==> src/rtl/ladc_pkg.sv <==
`default_nettype none

package ladc_pkg;

	localparam int unsigned EventW = 2;
	localparam int unsigned ModeW  = 2;
	localparam int unsigned TimeW  = 32;
	localparam int unsigned DebW   = 16;
	localparam int unsigned ElapW  = 16;
	localparam int unsigned LedW   = 8;
	localparam int unsigned CfgW   = 32;
	localparam int unsigned CfgIdxW = 1;

	typedef logic [EventW-1:0] event_t;
	typedef logic [ModeW-1:0]  mode_t;
	typedef logic [TimeW-1:0]  time_t;
	typedef logic [LedW-1:0]   led_t;

	localparam event_t EV_NONE    = 2'd0;
	localparam event_t EV_FIRST   = 2'd1;
	localparam event_t EV_REPEAT  = 2'd2;
	localparam event_t EV_RECOVER = 2'd3;

	localparam mode_t MODE_NORMAL    = 2'd0;
	localparam mode_t MODE_LEAK      = 2'd1;
	localparam mode_t MODE_RECOVERED = 2'd2;

	localparam led_t LED_LEAK = 8'd255;
	localparam led_t LED_IDLE = 8'd10;

	localparam logic [CfgIdxW-1:0] REG_DEBOUNCE = 1'd0;
	localparam logic [CfgIdxW-1:0] REG_INTERVAL = 1'd1;

	localparam logic [DebW-1:0] DEBOUNCE_RST = 16'd100;
	localparam time_t           INTERVAL_RST = 32'd30000;

endpackage

`default_nettype wire

==> src/rtl/leak_alarm_debounce_controller.sv <==
// path: input accept -> input register -> result register -> result valid
// throughput: one word per cycle while out_stall is low; the state update and all
// compares fit between input and result registers, so words wait only on out_stall
// reset: asynchronous active low; clock and times clear to 0, last level to 1,
// leak flag and mode to normal, led to 10, debounce to 100 ms, interval to 30000 ms
`default_nettype none

module leak_alarm_debounce_controller import ladc_pkg::*; (
	input  wire logic               clk,
	input  wire logic               arst_n,
	input  wire logic               in_valid,
	output logic                    in_stall,
	input  wire logic               pin_level,
	input  wire logic [ElapW-1:0]   elapsed_ms,
	output logic                    out_valid,
	input  wire logic               out_stall,
	output event_t                  event_res,
	output logic                    leak_now,
	output time_t                   duration_ms,
	output led_t                    led_level,
	input  wire logic               cfg_we,
	input  wire logic [CfgIdxW-1:0] cfg_index,
	input  wire logic [CfgW-1:0]    cfg_data
);

	// configuration
	logic [DebW-1:0] debounce_q;
	time_t           interval_q;

	// input stage
	logic              valid_s1;
	logic              pin_s1;
	logic [ElapW-1:0]  elapsed_s1;

	// block state
	time_t clock_q;
	logic  prev_level_q;
	time_t change_time_q;
	logic  leak_flag_q;
	mode_t mode_q;
	time_t start_time_q;
	time_t alert_time_q;
	led_t  led_hold_q;

	// result register
	logic   out_valid_q;
	event_t event_q;
	logic   leak_q;
	time_t  duration_q;
	led_t   led_q;

	logic advance;
	logic in_take;

	assign advance  = valid_s1 && (!out_valid_q || !out_stall);
	assign in_stall = valid_s1 && !advance;
	assign in_take  = in_valid && !in_stall;

	// next-state logic for the word in the input stage
	time_t  clock_d;
	logic   changed;
	time_t  change_time_d;
	time_t  since_change;
	logic   qualified;
	logic   leak_d;
	mode_t  mode_d;
	time_t  start_time_d;
	time_t  alert_time_d;
	led_t   led_d;
	event_t event_d;
	time_t  duration_d;
	time_t  since_alert;

	always_comb begin
		clock_d       = clock_q + {{(TimeW-ElapW){1'b0}}, elapsed_s1};
		changed       = pin_s1 != prev_level_q;
		change_time_d = changed ? clock_d : change_time_q;
		since_change  = changed ? '0 : (clock_d - change_time_q);
		if (since_change > {{(TimeW-DebW){1'b0}}, debounce_q}) begin
			qualified = !pin_s1;
		end else begin
			qualified = leak_flag_q;
		end

		leak_d       = leak_flag_q;
		mode_d       = mode_q;
		start_time_d = start_time_q;
		alert_time_d = alert_time_q;
		led_d        = led_hold_q;
		event_d      = EV_NONE;
		duration_d   = '0;

		if (qualified != leak_flag_q) begin
			leak_d = qualified;
			if (qualified) begin
				mode_d       = MODE_LEAK;
				start_time_d = clock_d;
				alert_time_d = clock_d;
				event_d      = EV_FIRST;
				led_d        = LED_LEAK;
			end else begin
				mode_d = MODE_RECOVERED;
				if (start_time_q != '0) begin
					event_d    = EV_RECOVER;
					duration_d = clock_d - start_time_q;
				end
				led_d        = LED_IDLE;
				start_time_d = '0;
			end
		end

		// repeat alert only on a word that neither starts nor ends the leak
		since_alert = clock_d - alert_time_q;
		if (event_d != EV_FIRST && leak_d && mode_d == MODE_LEAK
				&& since_alert >= interval_q) begin
			alert_time_d = clock_d;
			event_d      = EV_REPEAT;
			duration_d   = clock_d - start_time_q;
		end
	end

	always_ff @(posedge clk or negedge arst_n) begin
		if (!arst_n) begin
			debounce_q <= DEBOUNCE_RST;
			interval_q <= INTERVAL_RST;
		end else if (cfg_we) begin
			case (cfg_index)
				REG_DEBOUNCE: debounce_q <= cfg_data[DebW-1:0];
				REG_INTERVAL: interval_q <= cfg_data[TimeW-1:0];
				default: ;
			endcase
		end
	end

	always_ff @(posedge clk or negedge arst_n) begin
		if (!arst_n) begin
			valid_s1 <= 1'b0;
		end else if (in_take) begin
			valid_s1 <= 1'b1;
		end else if (advance) begin
			valid_s1 <= 1'b0;
		end
	end

	always_ff @(posedge clk) begin
		if (in_take) begin
			pin_s1     <= pin_level;
			elapsed_s1 <= elapsed_ms;
		end
	end

	always_ff @(posedge clk or negedge arst_n) begin
		if (!arst_n) begin
			clock_q       <= '0;
			prev_level_q  <= 1'b1;
			change_time_q <= '0;
			leak_flag_q   <= 1'b0;
			mode_q        <= MODE_NORMAL;
			start_time_q  <= '0;
			alert_time_q  <= '0;
			led_hold_q    <= LED_IDLE;
		end else if (advance) begin
			clock_q       <= clock_d;
			prev_level_q  <= pin_s1;
			change_time_q <= change_time_d;
			leak_flag_q   <= leak_d;
			mode_q        <= mode_d;
			start_time_q  <= start_time_d;
			alert_time_q  <= alert_time_d;
			led_hold_q    <= led_d;
		end
	end

	always_ff @(posedge clk or negedge arst_n) begin
		if (!arst_n) begin
			out_valid_q <= 1'b0;
		end else if (advance) begin
			out_valid_q <= 1'b1;
		end else if (!out_stall) begin
			out_valid_q <= 1'b0;
		end
	end

	always_ff @(posedge clk) begin
		if (advance) begin
			event_q    <= event_d;
			leak_q     <= leak_d;
			duration_q <= duration_d;
			led_q      <= led_d;
		end
	end

	assign out_valid   = out_valid_q;
	assign event_res   = event_q;
	assign leak_now    = leak_q;
	assign duration_ms = duration_q;
	assign led_level   = led_q;

endmodule

`default_nettype wire

==> config.mk <==
export PLATFORM = sky130hd
export DESIGN_NAME = leak_alarm_debounce_controller
export DESIGN_NICKNAME = d
export VERILOG_FILES = /design/src/rtl/ladc_pkg.sv /design/src/rtl/leak_alarm_debounce_controller.sv
export SDC_FILE = /design/constraint.sdc
export NUM_CORES = 1
export LEC_CHECK = 0
export BUFFER_PORTS_ARGS = -buffer_cell sky130_fd_sc_hd__buf_4
export CORE_MARGIN = 5
export CORE_UTILIZATION = 60
export DETAILED_ROUTE_END_ITERATION = 10
export PLACE_DENSITY_LB_ADDON = 0.25
export SLEW_MARGIN = 30
export SYNTH_ARGS = -nofsm -noshare
export SYNTH_HDL_FRONTEND = slang
export SYNTH_SLANG_ARGS = --single-unit
==> constraint.sdc <==
create_clock -name clk -period 10.4 [get_ports clk]
set_input_delay 1.04 -clock clk [delete_from_list [all_inputs] [get_ports clk]]
set_output_delay 1.04 -clock clk [all_outputs]
set_load 0.005 [all_outputs]
After elaboration in Yosys (flattened, before gate mapping)
Cells that the tools add are included.

Output and inout bits: 45. Input bits: 55. Bits in registers: 250.

Add/sub/neg operators: 4. Eq/ne operators: 5. Bitwise operators: 1. Order comparisons: 2. Mux-type cells: 22. Reduce and logical (&&, ||, !) cells: 21.

Operators with widths (number): 32-bit 2-to-1 mux (9); 32-bit subtractor (3); 32-bit by 16-bit adder with 32-bit output (1); 32-bit greater-or-equal comparator (1); 32-bit by 16-bit greater-than comparator with 1-bit output (1); 32-bit nonzero test (1); 8-bit 2-to-1 mux (2); 2-bit 2-to-1 mux (5); 2-bit AND reduction (4); 1-bit logical AND (6); 1-bit 2-to-1 mux (6); 2-bit nonzero test (3); 1-bit logical NOT (5); 2-bit by 1-bit != test with 1-bit output (second input constant) (2); 3-bit AND reduction (1); 2-bit by 1-bit equality test with 1-bit output (second input constant) (1); 1-bit != test (2); 1-bit logical OR (1); 1-bit inverter (1).

Depth between registers and ports, before layout
Depth in word-level cells: 13. Mapped depth: 39. Mapped depth without buffers: 36.

Least setup slack after synthesis
OpenSTA, ideal clock, no wires.

Path kind: register to register. Start: register elapsed_s1[0]. End: register alert_time_q[19]. Cell stages (with the launch flop): 40. Path buffers: 3. Setup time: 128 ps. Data required time: 10272 ps. Data arrival time: 7185 ps. Setup slack: 3087 ps. Cells stage by stage: edfxtp_1 > ha_1 > inv_1 > fa_1 > nor2b_1 > o21ai_0 > nand2b_1 > a21o_1 > a21o_1 > a21oi_1 > o21bai_1 > a31oi_1 > xor2_1 > inv_1 > ha_1 > clkbuf_1 > a21oi_1 > nand2_1 > (+4 left out) > a31oi_1 > xor2_1 > nor2_1 > ha_1 > and4_1 > a221oi_1 > a31oi_1 > mux2i_1 > a21oi_2 > buf_2 > inv_1 > ha_1 > nor3b_1 > o211ai_1 > o22ai_1 > a31oi_4 > buf_4 > mux2_1.

RTL lines: from (decl) (RTL line leak_alarm_debounce_controller.sv:33) `logic [ElapW-1:0] elapsed_s1;`; from (signal assigned) (RTL line leak_alarm_debounce_controller.sv:148) `elapsed_s1 <= elapsed_ms;`; 32-bit by 16-bit adder with 32-bit output (*) (RTL line leak_alarm_debounce_controller.sv:75) `clock_d = clock_q + {{(TimeW-ElapW){1'b0}}, elapsed_s1};`; 32-bit subtractor (*) (RTL line leak_alarm_debounce_controller.sv:78) `since_change = changed ? '0 : (clock_d - change_time_q);`; 32-bit 2-to-1 mux (*) (RTL line leak_alarm_debounce_controller.sv:78); 32-bit by 16-bit greater-than comparator with 1-bit output (*) (RTL line leak_alarm_debounce_controller.sv:79) `if (since_change > {{(TimeW-DebW){1'b0}}, debounce_q}) begin`; 1-bit 2-to-1 mux (*) (RTL line leak_alarm_debounce_controller.sv:79); 1-bit != test (RTL line leak_alarm_debounce_controller.sv:93) `if (qualified != leak_flag_q) begin`; 1-bit 2-to-1 mux (*) (RTL line leak_alarm_debounce_controller.sv:93); named net leak_d (RTL line leak_alarm_debounce_controller.sv:65) `logic leak_d;`; 1-bit logical AND (*) (2 in a row) (RTL line leak_alarm_debounce_controller.sv:114) `if (event_d != EV_FIRST && leak_d && mode_d == MODE_LEAK`; 1-bit logical AND (*) (RTL line leak_alarm_debounce_controller.sv:115) `&& since_alert >= interval_q) begin`; 2-bit nonzero test (no line); 3-bit AND reduction (no line); to (signal assigned) (RTL line leak_alarm_debounce_controller.sv:169) `alert_time_q <= alert_time_d;`; to (decl) (RTL line leak_alarm_debounce_controller.sv:42) `time_t alert_time_q;`.

Mark *: on every way through the listed nets, which the timed path passes. The rest lies on a longest branch. The select of a mux whose other input is x is not followed. A chain may end at the register's enable or synchronous reset.

Final worst setup path
Start: register elapsed_s1[0]. End: register alert_time_q[4].

Cells in the longest elaborated chain, start to end: 13.

Ends and longest elaborated chain (RTL line): 32-bit by 16-bit adder with 32-bit output (*) (leak_alarm_debounce_controller.sv:75); 32-bit subtractor (leak_alarm_debounce_controller.sv:78); 32-bit 2-to-1 mux (leak_alarm_debounce_controller.sv:78); 32-bit by 16-bit greater-than comparator with 1-bit output (leak_alarm_debounce_controller.sv:79); 1-bit 2-to-1 mux (leak_alarm_debounce_controller.sv:79); 2-bit 2-to-1 mux or 1-bit != test (tied branches) (leak_alarm_debounce_controller.sv:95, leak_alarm_debounce_controller.sv:93); 2-bit 2-to-1 mux (leak_alarm_debounce_controller.sv:93); 2-bit by 1-bit != test with 1-bit output (leak_alarm_debounce_controller.sv:114); 1-bit logical AND (2 in a row) (leak_alarm_debounce_controller.sv:114); 1-bit logical AND (leak_alarm_debounce_controller.sv:115); 2-bit nonzero test (no line); 3-bit AND reduction (no line).

Mark *: on every way between the ends. The rest lies on a longest branch, timed or not. The select of a mux whose other input is x is not followed.

==> key figures <==
Placed design
  • Cells after DPL: 2,227
  • Gp weighted congestion: 0.9965
  • Post-DP HPWL: 32,620 um
  • Pre-CTS setup slack: 595.2 ps
  • Port bufs: 99

Critical path
  • Critical path class: reg -> reg
  • Worst setup EP type: flip-flop
  • Arrival time worst endpoint: 9980 ps
  • Critical Path RT: 10,810 ps
  • Worst path max stage delay: 720 ps
  • Worst path bufs/invs: 4
  • Critical path peak fanout: 34
  • CP delay by family, top: compound AO/OA/AOI/OAI gates
  • Worst path slowest cell: nor3_1
  • Crit start category: flip-flop

Cells and area
  • Diode count: 0
  • Fill cells: 2,174
  • Non-Filler Instances: 2,279
  • Net count of the finished layout: 2,096
  • Share of cells above drive strength 1: 13.05%
  • Area Overhead vs Synth: 12.68%

Global route
  • Vias in the first global route: 13,340
  • GR met3 Demand/Resource: 3.931%
  • Grt total ovfl: 0
  • Largest net degree at the start of global routing: 83
  • First-pass GRT wire length: 69,390 um
  • Initial antenna violation count: 0
  • GR peak layer: met2
  • Grt met2 use: 43.22%
  • Overall Global Routing Usage: 27.60%
  • Met1 usage: 40.41%

Synthesis
  • Post-synth EDFFs: 60
  • Leading area contributor after synthesis: dfrtp_1
  • Synth Instances: 1,787
  • Top post-synthesis cells by area: dfrtp_1 (27%), ha_1 (12%), edfxtp_1 (11%)
  • Mapped Area: 0.01666 mm2
  • Asr flop ratio synth: 76.00%
  • Synth cell types: 78
  • Synth warn: 0
  • Synthesized net count: 2,004
  • Post-synthesis sequential area ratio: 39.45%
  • Area share of the largest cell type after synthesis: 26.58%
  • Primary FF master, synth: dfrtp_1
  • Avg Cell Area, Syn: 9.323 um2
  • FF+latch count, synth: 250

Floorplanning
  • Die Area: 0.03120 mm2
  • # rows: 61
  • Ports: 100
  • Die W: 176.6 um
  • Starting density of the core: 60.30%
  • Placeable Area: 0.02763 mm2
  • Die height: 176.6 um

Detailed routing
  • First-pass DRT Iterations: 5
  • Final wirelength: 43,050 um
  • Total number of vias: 13,520
  • # DRC: 0
  • Remaining antenna violation count: 0
  • Avg WL per Cell: 18.89 um
  • Routed vias/inst: 5.931
  • Number of DRC markers in iteration 0: 1,068

Timing
  • Setup TNS: 0 ps
  • RSZ-0062 raised after global routing: false
  • Fin crit period: 9566 ps
  • Slew at the pin with the worst max-slew slack: 958.4 ps
  • Peak Freq: 0.1045 GHz
  • Setup ws final: 834.2 ps
  • Final Max Slew Viols: 0
  • Slew headroom: 36.11%
  • Setup violations, final: 0
  • Worst hold slack: 485.9 ps
  • Hold Fails Final Rpt: 0
  • Worst Skew: 18.78 ps
  • Post-route clock period utilization: 91.98%

CTS
  • Hold_buf cts: 0
  • Worst-Skew Late Latency: 570 ps
  • Post-CTS sizing: 0
  • CTS buffer count: 28
  • CTS H-Tree Depth: 1
  • Clock Sinks: 250
  • CTS clk-pin slew, worst paths: 60 ps
  • CTS tree: done
  • CTS max path bufs: 3
  • Clock root cell: clkbuf_16
  • # Post-CTS Setup Buffers: 0

Outcome
  • Status: complete, no violations

Worst hold path
  • Hold Crit Class: reg -> reg

Run
  • Max cap viols: 0
-- worst reg2reg max path, delay by kind of cell, from the launching register on --
kind,cells,cell delay [ps]
simple gates,6,1960
compound gates,19,4390
buf+inv,4,900
xor+xnor,2,470
fa+ha+maj,4,1160
flops,1,370
mux,1,150
-- stage by stage --
step / util [%] / area, um2
after floorplan: - / 16660
after global placement: 64.36 / 17780
after detailed placement: 64.36 / 17780
after CTS: 67.92 / 18770
after global routing: 67.95 / 18770
final: 67.95 / 18770
-- placed cells by master (no fill, tap or decap), types with 6 or more instances in the layout --
master     instances
clkbuf_16         29
and2_1             8
xnor2_1           70
clkinv_2           7
nor3_1            18
and4_1             9
o21bai_1          15
ha_1             158
a31oi_1           12
edfxtp_1          60
o31ai_1           30
dfstp_2           13
mux2i_1           29
nand2b_1          22
xor2_1            47
nand3_1           21
a211oi_1           9
a221oi_1           6
dfrtp_1          177
nor2b_1           18
o21a_1            41
clkbuf_8           7
o21ai_0          124
nand4_1           19
or2_2             17
and3_1            14
buf_4            119
nor2_1            84
mux2_2            35
a21o_1            49
nor4_1            12
o211ai_1          13
a21oi_1          122
nand2_1          182
inv_1            201
o31a_1             8
o22ai_1           16
-- worst paths after layout --
| kind | cells after the start | endpoint | from | slack [ps] |
|---|---|---|---|---|
| min in group asynchronous | 1 | interval_q[9] | arst_n | 520 |
| max reg2reg | 36 | alert_time_q[4] | elapsed_s1[0] | 830 |
| min reg2reg | 2 | change_time_q[5] | change_time_q[5] | 490 |
| max | 36 | alert_time_q[4] | elapsed_s1[0] | 830 |
| min | 2 | change_time_q[5] | change_time_q[5] | 490 |
| max in group asynchronous | 2 | alert_time_q[29] | arst_n | 8630 |
-- kinds of logic after synthesis --
kind of cell    synth area share [%]
xor+xnor                       6.286
simple gates                   12.47
flops                          39.45
mux                            4.536
buf+inv                        6.113
compound gates                 18.80
fa+ha+maj                      12.35
-- synth_stat cells (5+ instances only) --
master / number
inv_1: 201
or2_2: 17
edfxtp_1: 60
a221oi_1: 6
and2_1: 8
nand2_1: 182
o22ai_1: 16
buf_2: 7
ha_1: 158
nor2b_1: 18
and3_1: 14
dfrtp_1: 177
a21o_1: 49
nand2b_1: 22
xnor2_1: 70
o31ai_1: 30
mux2_2: 35
nor2_1: 84
and4_1: 9
clkbuf_1: 41
nand4_1: 19
o21bai_1: 15
mux2i_1: 29
a31oi_1: 12
o21a_1: 41
a21oi_1: 122
o21ai_0: 124
xor2_1: 47
mux2_1: 5
o31a_1: 8
a21boi_0: 5
nand3_1: 21
dfstp_2: 13
a211oi_1: 9
nor3_1: 18
nor4_1: 13
o211ai_1: 13
-- routing by layer --
metal / routed length (um) / part of all wire [%]
met1: 19320 / 45
met2: 19200 / 45
met3: 3225 / 7.5
met4: 1303 / 3.0
met5: 0 / 0
-- area by class of cell --
cell class / count / area, um2 / share of cell area [%]
clock buffer: 37 / 815.8 / 4.346
clock inverter: 15 / 170.2 / 0.9064
inverter: 202 / 758.2 / 4.039
multi-input combinational: 1277 / 9076 / 48.35
sequential: 250 / 6573 / 35.01
tap: 378 / 473.0 / 2.519
timing repair buffer: 120 / 907.1 / 4.832
-- state kept, by name, summed over array words and instances, names as in the netlist, 2 cells and up --
| name | cells |
|---|---|
| alert_time_q | 32 |
| change_time_q | 32 |
| clock_q | 32 |
| debounce_q | 16 |
| duration_ms | 32 |
| elapsed_s1 | 16 |
| event_res | 2 |
| interval_q | 32 |
| led_hold_q | 8 |
| led_level | 8 |
| mode_q | 2 |
| start_time_q | 32 |
Power is left out: the tool's default activity adds up to more than one toggle a clock period on the data nets, which glitch-free logic cannot reach.
